### src/ssps_pkg.sv
// ----------------------------------------------------------------------------
// ssps_pkg: shared types and constants for the segmented suffix product scan
// Holds the field widths, the register map and the word types that pass
// between the scan core and its output buffer.
// ----------------------------------------------------------------------------
package ssps_pkg;

	// Payload widths
	localparam int VALUE_W = 32;

	// Configuration port
	localparam int CFG_ADDR_W = 3;
	localparam int CFG_DATA_W = 32;

	// Register indexes (taken from paddr[2])
	localparam logic REG_EXCLUSIVE_MODE = 1'b0;

	// One result word
	typedef struct packed {
		logic [VALUE_W-1:0] product;
		logic               last_out;
		logic               overflow;
	} result_t;

	// Output buffer status, used by the core for read credit
	typedef struct packed {
		logic [1:0] level;
		logic       pop;
	} buf_stat_t;

endpackage

### src/ssps_out_if.sv
// ----------------------------------------------------------------------------
// ssps_out_if: output channel of the segmented suffix product scan
// Carries one result word per handshake with a valid/ready handshake.
// ----------------------------------------------------------------------------
interface ssps_out_if;
	logic                        valid;
	logic                        ready;
	logic [ssps_pkg::VALUE_W-1:0] product;
	logic                        last_out;
	logic                        overflow;

	modport source (output valid, output product, output last_out, output overflow,
		input ready);
	modport sink (input valid, input product, input last_out, input overflow,
		output ready);
endinterface

### src/ssps_out_buf.sv
// ----------------------------------------------------------------------------
// ssps_out_buf: two-entry output buffer
// Decouples the result memory read from the consumer. The core pushes only
// when it holds credit, so a push never meets a full buffer.
// ----------------------------------------------------------------------------
module ssps_out_buf (
	input  logic                clk,
	input  logic                arst_n,
	input  logic                push,
	input  ssps_pkg::result_t   push_word,
	output ssps_pkg::buf_stat_t stat,
	ssps_out_if.source          out_ch
);

	logic [1:0]        level_q;
	logic              wr_ptr_q;
	logic              rd_ptr_q;
	ssps_pkg::result_t entry_q [2];
	logic              pop;

	// Drive the channel from the head entry
	assign pop             = out_ch.valid && out_ch.ready;
	assign out_ch.valid    = (level_q != 2'd0);
	assign out_ch.product  = entry_q[rd_ptr_q].product;
	assign out_ch.last_out = entry_q[rd_ptr_q].last_out;
	assign out_ch.overflow = entry_q[rd_ptr_q].overflow;

	assign stat.level = level_q;
	assign stat.pop   = pop;

	// Advance pointers and level
	always_ff @(posedge clk or negedge arst_n) begin
		if (!arst_n) begin
			level_q  <= 2'd0;
			wr_ptr_q <= 1'b0;
			rd_ptr_q <= 1'b0;
		end else begin
			if (push) begin
				wr_ptr_q <= ~wr_ptr_q;
			end
			if (pop) begin
				rd_ptr_q <= ~rd_ptr_q;
			end
			level_q <= 2'(level_q + {1'b0, push} - {1'b0, pop});
		end
	end

	// Hold payload
	always_ff @(posedge clk) begin
		if (push) begin
			entry_q[wr_ptr_q] <= push_word;
		end
	end

endmodule

### src/flat_wrapper.sv
// flat-port wrapper written by rule: the top's interface ports become plain ports
module ssps_out_buf_flat 
  (clk, arst_n, push, push_word, stat, out_ch_valid, out_ch_product, out_ch_last_out, out_ch_overflow, out_ch_ready);
  ssps_out_if out_ch_i ();
  input  logic clk;
  input  logic arst_n;
  input  logic push;
  input  ssps_pkg::result_t push_word;
  output ssps_pkg::buf_stat_t stat;
  output wire logic [$bits(out_ch_i.valid)-1:0] out_ch_valid;
  output wire logic [$bits(out_ch_i.product)-1:0] out_ch_product;
  output wire logic [$bits(out_ch_i.last_out)-1:0] out_ch_last_out;
  output wire logic [$bits(out_ch_i.overflow)-1:0] out_ch_overflow;
  input wire logic [$bits(out_ch_i.ready)-1:0] out_ch_ready;
  assign out_ch_valid = out_ch_i.valid;
  assign out_ch_product = out_ch_i.product;
  assign out_ch_last_out = out_ch_i.last_out;
  assign out_ch_overflow = out_ch_i.overflow;
  assign out_ch_i.ready = out_ch_ready;
  ssps_out_buf u_core (.clk(clk), .arst_n(arst_n), .push(push), .push_word(push_word), .stat(stat), .out_ch(out_ch_i));
endmodule
### config.mk
export PLATFORM = sky130hd
export DESIGN_NAME = ssps_out_buf_flat
export DESIGN_NICKNAME = d
export VERILOG_FILES = /design/src/ssps_pkg.sv /design/src/ssps_out_if.sv /design/src/ssps_out_buf.sv /design/src/flat_wrapper.sv
export SDC_FILE = /design/constraint.sdc
export NUM_CORES = 1
export LEC_CHECK = 0
export BUFFER_PORTS_ARGS = -buffer_cell sky130_fd_sc_hd__buf_2
export CORE_MARGIN = 10
export CORE_UTILIZATION = 45
export DETAILED_ROUTE_END_ITERATION = 10
export PLACE_DENSITY = 0.73
export SLEW_MARGIN = 20
export SYNTH_ARGS = -nofsm -noshare
export SYNTH_HDL_FRONTEND = slang
export SYNTH_SLANG_ARGS = --single-unit
export TNS_END_PERCENT = 5
### constraint.sdc
create_clock -name clk -period 2.7 [get_ports clk]
set_clock_uncertainty 0.15 [all_clocks]
set_input_delay 0.405 -clock clk [delete_from_list [all_inputs] [get_ports clk]]
set_output_delay 0.405 -clock clk [all_outputs]
set_load 0.02 [all_outputs]
==> results of run 1 <==
sequential cells by signal, summed over array words and instances (netlist names):
name,count
u_core.entry_q,68
u_core.level_q,2
u_core.rd_ptr_q,1
u_core.wr_ptr_q,1
layout make-up:
cell class,count,share of cell area (%)
Sequential cell,72,62.3
Timing Repair Buffer,80,12.8
Multi-Input combinational cell,44,17.0
Clock inverter,1,0.109
Tap cell,75,2.73
Clock buffer,15,4.83
Inverter,2,0.218
metrics by stage:
step           hold slack (ns)  power [W]
2_1_floorplan          -0.0406    0.00268
3_3_place_gp            0.0662    0.00299
3_5_place_dp            0.0650    0.00301
4_1_cts                 0.0898    0.00373
5_1_grt                 0.0934    0.00386
6_report                 0.110    0.00366
kinds of logic after synthesis:
group / after synthesis / synth area share (%)
AOI/OAI and AO/OA: 1 / 0.268
xor gates and xnor gates: 4 / 1.25
adders and majority gates: 2 / 0.892
buffers and inverters: 7 / 3.08
DFF: 72 / 76.3
muxes: 34 / 17.5
and+or+nand+nor: 3 / 0.669
layer usage:
layer / global-route usage, % / part of all wire (%) / vias up
li1: - / - / 646
met1: 9.91 / 40 / 627
met2: 16.1 / 50 / 54
met3: 4.82 / 8.1 / 7
met4: 5.62 / 1.4 / 0
met5: 0 / 0 / -
final timing paths:
path / end / slack, ns / cells past startpoint
setup / recovery: out_ch_product[21] / 0.37 / 3
hold / removal: u_core.entry_q[0][24] / 0.11 / 1
setup reg to reg: u_core.level_q[1] / 1.04 / 6
hold reg to reg: u_core.wr_ptr_q / 0.38 / 1
max in group asynchronous: u_core.rd_ptr_q / 2.00 / 2
min in group asynchronous: u_core.level_q[0] / 0.27 / 2
power groups by stage:
stage	registers [W]	logic, W	clock network, W
after CTS	0.00163	0.00136	0.000745
after detailed placement	0.00165	0.00136	0
after floorplan	0.00159	0.00109	0
final	0.00163	0.00132	0.000717
after global routing	0.00165	0.00141	0.000793
after global placement	0.00164	0.00135	0
synthesized netlist by cell type, drive strengths merged:
cell type	n
nor2b	1
edfxtp	68
or2	1
ha	2
dfrtp	4
o21a	1
mux2	34
xnor2	2
and2	1
buf	5
xor2	2
inv	2
==> qor.csv, run 1 <==
metric;value;unit
outcome;completed;
Worst Setup Path Type;flip-flop to output pin;
Die Span Y;99.0;um
1st-iter DRT viols;37;
Port-buffer cells;75;
Worst EP required;2.14;ns
die area;9800;um^2
fraction of layout cells with a size suffix above 1;59.8;%
Num CTS Buffers;9;
Seq pwr share;44.4;%
DR vias;1334;
Hold Violations, Final;0;
Skew-Pair Late Insertion Delay;0.32;ns
largest net degree at the start of global routing;25;
# hold bufs at CTS;1;
Syn Nets;163;
r2r startpoint;u_core.level_q[1];
critical path's top delay family;flip-flops;
antenna violations before repair;0;
Placed Cells;272;
drt drc;0;
Bufs on Longest Clock Path;2;
Max IR drop VDD;0.684;mV
arrival time of the worst setup path;1.78;ns
FMAX;429;MHz
CTS root buf;clkbuf_8;
Sw Pwr;0.00116;W
cell area after synthesis;2810;um^2
setup bufs post-CTS;0;
worst path bufs/invs;2;
max-cap violation count;0;
critical path's slowest cell;dfrtp_2;
leakage;1.41;nW
# H-tree levels;3;
antenna viol nets, final;0;
post-place setup slack;0.693;ns
most frequent cells in the layout;buf_2, edfxtp_1, mux2_4;
diode count;0;
PostCTS Resize Cnt;0;
Post-Synthesis Cells;123;
clock network power share;19.6;%
Max Slew Vio Count;0;
Distinct cells, synth;15;
Max FO, Critical Path;19;
WL/cell;16.5;um
setup ws final;0.368;ns
post-synthesis sequential area ratio;76.3;%
Fillers;472;
Seq cells post-synth;72;
Post-Place Cell Area;3260;um^2
IO Count;76;
top-area cell type share of the netlist area;72.8;%
syn_area_per_cell;22.8;um^2
Worst Setup End Kind;output pin;
post-route cell area;3440;um^2
final core utilization;57.5;%
Synthesis Warnings;0;
Yosys top cell by area;edfxtp_1;
drt pass-1 iters;4;
Starting Density;46.8;%
Pint;0.00250;W
vias in the first global route;1467;
CP Launch Type;flip-flop;
filler-free cell count of the finished design;289;
Reg clk slew, reported paths;0.07;ns
commonest non-fill, non-tap cell in the layout;buf_2;
CTS tree;yes;
Synth area leaders;edfxtp_1, mux2_4, dfrtp_1, buf_12, mux2_2;
TritonCTS Sinks;72;
CP max stage delay;0.70;ns
Worst Hold Class;input port to flip-flop;
vias per cell;4.62;
global-route wire length before repair;7360;um
total gr overflow;0;
die span in x;99.0;um
final setup violating endpoints;0;
final WL;4770;um
multi-input logic area;587;um^2
switch share;31.7;%
register area;2140;um^2
Worst Tran Pin Value;0.522;ns
critical hold path startpoint;push_word[24];
CP Cell Sequence;buf_12, mux2_4, buf_2;
Tot GR Track Use;9.81;%
crit path from;u_core.rd_ptr_q;
logic gate share of total power;36.0;%
Total Nets Final;249;
final worst path period share;86.4;%
minimum clock period;2.33;ns
RSZ-0062 raised after global routing;false;
Area Growth Syn to Fin;22.6;%
Worst slew margin;65.2;%
setup tns final;0;ns
GPL Wtd Cong;0.650;
cell area power density;1060;nW/um^2
Final HPWL DP;3580;um
row cnt;28;
Core Region;5990;um^2
No activity file was read; power rests on OpenSTA's default activity.
==> run 2: changes to the inputs <==
- GPL_TIMING_DRIVEN: not set -> 0
==> run 2 against run 1 <==
  * Utilization up 0.88 points
  * Global-route usage up 0.34 points
  * Worst setup slack better by 0.32 ns
  * Non-clock buffer count up 3
  * Clock power down 5.9%
  * First-iteration DRC count down 24%
  * Cell area up 1.5%
  * Maximum frequency up 16%
  * Hold slack better by 0.0033 ns
  * Critical path type unchanged
  * Largest power group unchanged
  * Highest routed layer unchanged
==> qor.csv, run 2 (synthesized netlist as in run 1, its figures left out) <==
metric;value;unit
drt pass-1 iters;2;
Skew-Pair Late Insertion Delay;0.32;ns
flop-to-flop setup slack;1.04;ns
M1 GR Usage;11.1;%
CP Launch Type;flip-flop;
CTS root buf;clkbuf_8;
Starting Density;46.8;%
setup ws final;0.691;ns
final WL;4840;um
vias in the first global route;1578;
Worst Tran Pin Value;0.446;ns
WL/cell;16.6;um
Placed Cells;275;
most frequent cells in the layout;buf_2, edfxtp_1, mux2_4;
outcome;completed;
Max Slew Vio Count;0;
M2 GR Usage;16.6;%
Worst Setup End Kind;output pin;
grt met3 use;4.26;%
post-route cell area;3490;um^2
Largest regs;u_core.entry_q: 68 flops, u_core.level_q: 2 flops;
Worst Setup Path Type;flip-flop to output pin;
Worst slew margin;70.2;%
die area;9800;um^2
IO Count;76;
final worst path period share;74.4;%
Max FO, Critical Path;10;
Port-buffer cells;75;
total gr overflow;0;
DR vias;1380;
diode count;0;
Max IR drop VDD;0.723;mV
minimum clock period;2.01;ns
final hold slack;0.113;ns
RSZ-0062 raised after global routing;false;
vias per cell;4.73;
Total Nets Final;252;
Worst EP required;2.14;ns
arrival time of the worst setup path;1.45;ns
Reg clk slew, reported paths;0.07;ns
antenna violations before repair;0;
die span in x;99.0;um
Tot GR Track Use;10.2;%
GPL Wtd Cong;0.637;
leakage;1.43;nW
drt drc;0;
Die Span Y;99.0;um
Final HPWL DP;3520;um
max reg flops;68;
Num CTS Buffers;9;
row cnt;28;
Bufs on Longest Clock Path;2;
commonest non-fill, non-tap cell in the layout;buf_2;
FMAX;498;MHz
Top Usage Layer GRT;met2;
post-place setup slack;1.02;ns
cell area power density;1070;nW/um^2
filler-free cell count of the finished design;292;
largest reg by FF count;u_core.entry_q;
Core Region;5990;um^2
global-route wire length before repair;7800;um
fraction of layout cells with a size suffix above 1;59.9;%
# H-tree levels;3;
1st-iter DRT viols;28;
TritonCTS Sinks;72;
Hold Violations, Final;0;
Worst Hold Class;input port to flip-flop;
antenna viol nets, final;0;
Area Growth Syn to Fin;24.5;%
Post-Place Cell Area;3330;um^2
max-cap violation count;0;
largest net degree at the start of global routing;24;
Pwr Total;0.00373;W
CTS tree;yes;
final setup violating endpoints;0;
run 2: cell type report:
class | instances | area (um^2)
Clock inverter | 2 | 10.0
Clock buffer | 14 | 143
Multi-Input combinational cell | 44 | 587
Tap cell | 75 | 93.8
Fill cell | 484 | 2500
Inverter | 2 | 7.51
Timing Repair Buffer | 78 | 433
Buffer | 5 | 78.8
Sequential cell | 72 | 2140
run 2: layer usage:
metal / vias up / share of wire, %
met4: 0 / 0.68
met2: 51 / 52
li1: 653 / -
met1: 672 / 41
met5: - / 0
met3: 4 / 7.2
run 2: through the flow:
| stage | setup TNS, ns | utilization, % |
|---|---|---|
| 5_1_grt | 0 | 58.3 |
| 3_5_place_dp | 0 | 55.6 |
| 4_1_cts | 0 | 58.3 |
| 6_report | 0 | 58.3 |
| 3_3_place_gp | -30.90 | 54.7 |
| 2_1_floorplan | 0 | - |
run 2: critical path, stage by stage (launching register included):
cell	delay (ns)
dfrtp_1	0.37
buf_6	0.15
buf_12	0.15
mux2_4	0.30
buf_2	0.16
run 2: where the power goes:
| part | internal (W) | total (W) | switching, W |
|---|---|---|---|
| Combinational | 0.000717 | 0.00150 | 0.000780 |
| Clock | 0.000333 | 0.000675 | 0.000342 |
| Sequential | 0.00149 | 0.00156 | 0.0000726 |
run 2: timing repair:
item,4_1_cts,5_1_grt
endpoints found under the hold margin,4,0
buffers inserted,0,0
gates resized for setup,0,0
hold buffers,1,0
run 2: worst paths after layout:
check / start / endpoint / cells past startpoint
max: u_core.rd_ptr_q / out_ch_product[22] / 4
min: push_word[6] / u_core.entry_q[1][6] / 1
max reg2reg: u_core.level_q[1] / u_core.level_q[1] / 6
min in group asynchronous: arst_n / u_core.level_q[0] / 2
max in group asynchronous: arst_n / u_core.level_q[1] / 2
min reg2reg: u_core.wr_ptr_q / u_core.wr_ptr_q / 1
==> run 3: changes to the inputs <==
- ABC_AREA: not set -> 1
- clock period: 2.7 -> 1.7 ns (I/O delays scaled with it)
==> run 3 against run 2 <==
  * The run now ends with setup timing left
  * Critical path depth is 2 higher
  * Flip-flop and latch count stayed put
  * Register-to-register slack worse by 0.90 ns
  * Utilization is 11 points higher
==> qor.csv, run 3 <==
metric;value;unit
outcome;complete, but fails checks;
violated checks;setup timing;
filler-free cell count of the finished design;410;
Distinct cells, synth;13;
Die Span Y;98.4;um
largest reg by FF count;u_core.entry_q;
minimum clock period;1.73;ns
vias per cell;4.58;
CP max stage delay;0.34;ns
Pwr Total;0.00722;W
Hold Violations, Final;0;
Total Nets Final;370;
final WL;6290;um
fraction of layout cells with a size suffix above 1;39.4;%
RSZ-0062 raised after global routing;true;
total gr overflow;0;
setup ws final;-0.0327;ns
Main synth FF type;edfxtp_1;
Bufs on Longest Clock Path;2;
Syn Nets;247;
antenna viol nets, final;0;
global-route wire length before repair;9870;um
cell area power density;1760;nW/um^2
setup tns final;-0.312;ns
vias in the first global route;1976;
Post-Synthesis Cells;207;
final core utilization;69.0;%
diode count;0;
arrival time of the worst setup path;1.33;ns
final worst path period share;102;%
asr flop ratio synth;5.56;%
DR vias;1879;
Placed Cells;357;
die area;9680;um^2
most common cell in the netlist;nand2_1;
critical path's top delay family;buffers and inverters;
CTS root buf;clkbuf_8;
CP Cell Sequence;buf_6, clkinv_8, buf_8, nand2_1, nand2_2, buf_6;
Largest regs;u_core.entry_q: 68 flops, u_core.level_q: 2 flops;
CP Launch Type;flip-flop;
post-route cell area;4110;um^2
Worst EP required;1.29;ns
worst path bufs/invs;4;
Max Slew Vio Count;0;
# H-tree levels;3;
Max IR drop VDD;1.29;mV
Yosys top cell by area;edfxtp_1;
Max FO, Critical Path;10;
Port-buffer cells;75;
1st-iter DRT viols;48;
Worst Hold Class;input port to flip-flop;
die span in x;98.4;um
Worst Tran Pin Value;0.584;ns
Starting Density;46.4;%
Area Growth Syn to Fin;48.7;%
drt drc;0;
largest net degree at the start of global routing;35;
Worst Setup Path Type;flip-flop to output pin;
syn_area_per_cell;13.4;um^2
Reg clk slew, reported paths;0.08;ns
CTS tree;yes;
Synth area leaders;edfxtp_1, nand2_1, dfrtp_1, nand2_2, buf_6;
IO Count;76;
Seq cells post-synth;72;
Synthesis Warnings;0;
WL/cell;15.4;um
row cnt;28;
Top cell by count, worst path;buf_6;
Final HPWL DP;3680;um
GPL Wtd Cong;0.707;
Fillers;416;
TritonCTS Sinks;72;
Tot GR Track Use;12.8;%
synth cell count leaders;nand2_1, edfxtp_1, nand2_2;
Num CTS Buffers;9;
critical path's slowest cell;dfrtp_1;
top-area cell type share of the netlist area;73.9;%
flop-to-flop setup slack;0.14;ns
Post-Place Cell Area;3240;um^2
drt pass-1 iters;5;
final setup violating endpoints;29;
Worst Setup End Kind;output pin;
max reg flops;68;
max-cap violation count;0;
Worst slew margin;61.0;%
commonest non-fill, non-tap cell in the layout;nand2_1;
leakage;1.78;nW
most frequent cells in the layout;nand2_1, edfxtp_1, buf_2;
Post-synth EDFFs;68;
Core Region;5960;um^2
post-synthesis sequential area ratio;77.5;%
Skew-Pair Late Insertion Delay;0.33;ns
antenna violations before repair;0;
FMAX;577;MHz
cell area after synthesis;2760;um^2
[run 3: final timing paths]
check	depth (start not counted)	end	startpoint
worst max-delay path	6	out_ch_product[27]	u_core.rd_ptr_q
worst min-delay path	2	u_core.level_q[0]	push
worst max register to register	2	u_core.entry_q[1][12]	u_core.wr_ptr_q
worst min register to register	3	u_core.level_q[1]	u_core.level_q[1]
max in group asynchronous	2	u_core.rd_ptr_q	arst_n
min in group asynchronous	2	u_core.wr_ptr_q	arst_n
[run 3: power by group]
| part | leakage [nW] | switching (W) | internal (W) |
|---|---|---|---|
| clock | 0.124 | 0.000619 | 0.000977 |
| combinational | 0.969 | 0.00182 | 0.00131 |
| sequential | 0.686 | 0.000132 | 0.00236 |
| total | 1.78 | 0.00257 | 0.00465 |
[run 3: logic make-up after synthesis]
logic type | share of synthesized area (%)
and+or+nand+nor | 16.6
DFF | 77.5
buffers and inverters | 4.66
adders and majority gates | 0.905
xor gates and xnor gates | 0.317
[run 3: worst reg2reg max path, cell delays in order, from the launching register on]
cell     delay [ns]
dfrtp_1        0.53
nand2_1        0.15
inv_4          0.37
[run 3: through the flow]
step	hold slack [ns]	worst slack, ns
after floorplan	-0.191	-0.0187
after global placement	-0.0797	-0.333
after detailed placement	-0.0799	-0.0883
after CTS	0.0255	-0.0773
after global routing	0.0382	-0.107
final	0.0480	-0.0327
[run 3: per-layer routing]
| layer | vias to the layer above | wire (um) | GRT usage, % |
|---|---|---|---|
| met5 | - | 0 | 0 |
| met1 | 878 | 2330 | 12.6 |
| li1 | 933 | - | - |
| met4 | 0 | 51 | 4.63 |
| met2 | 62 | 3390 | 22.9 |
| met3 | 6 | 522 | 5.78 |
[run 3: layout make-up]
cell class,count,area [um^2],area share [%]
buffer,8,95.1,2.31
clock buffer,9,124,3.01
clock inverter,7,118,2.86
inverter,9,48.8,1.19
multi-input combinational,119,557,13.6
sequential,72,2140,52.1
tap,75,93.8,2.28
timing repair buffer,111,931,22.7
[run 3: timing repair]
| item | in CTS | in global routing |
|---|---|---|
| endpoints found under the hold margin | 73 | 0 |
| gates cloned | 0 | 1 |
| resized for setup | 75 | 14 |
| hold buffers | 36 | 0 |
| setup buffers | 0 | 0 |
| endpoints found under the setup margin | 66 | 73 |
| pin swaps | 1 | 0 |
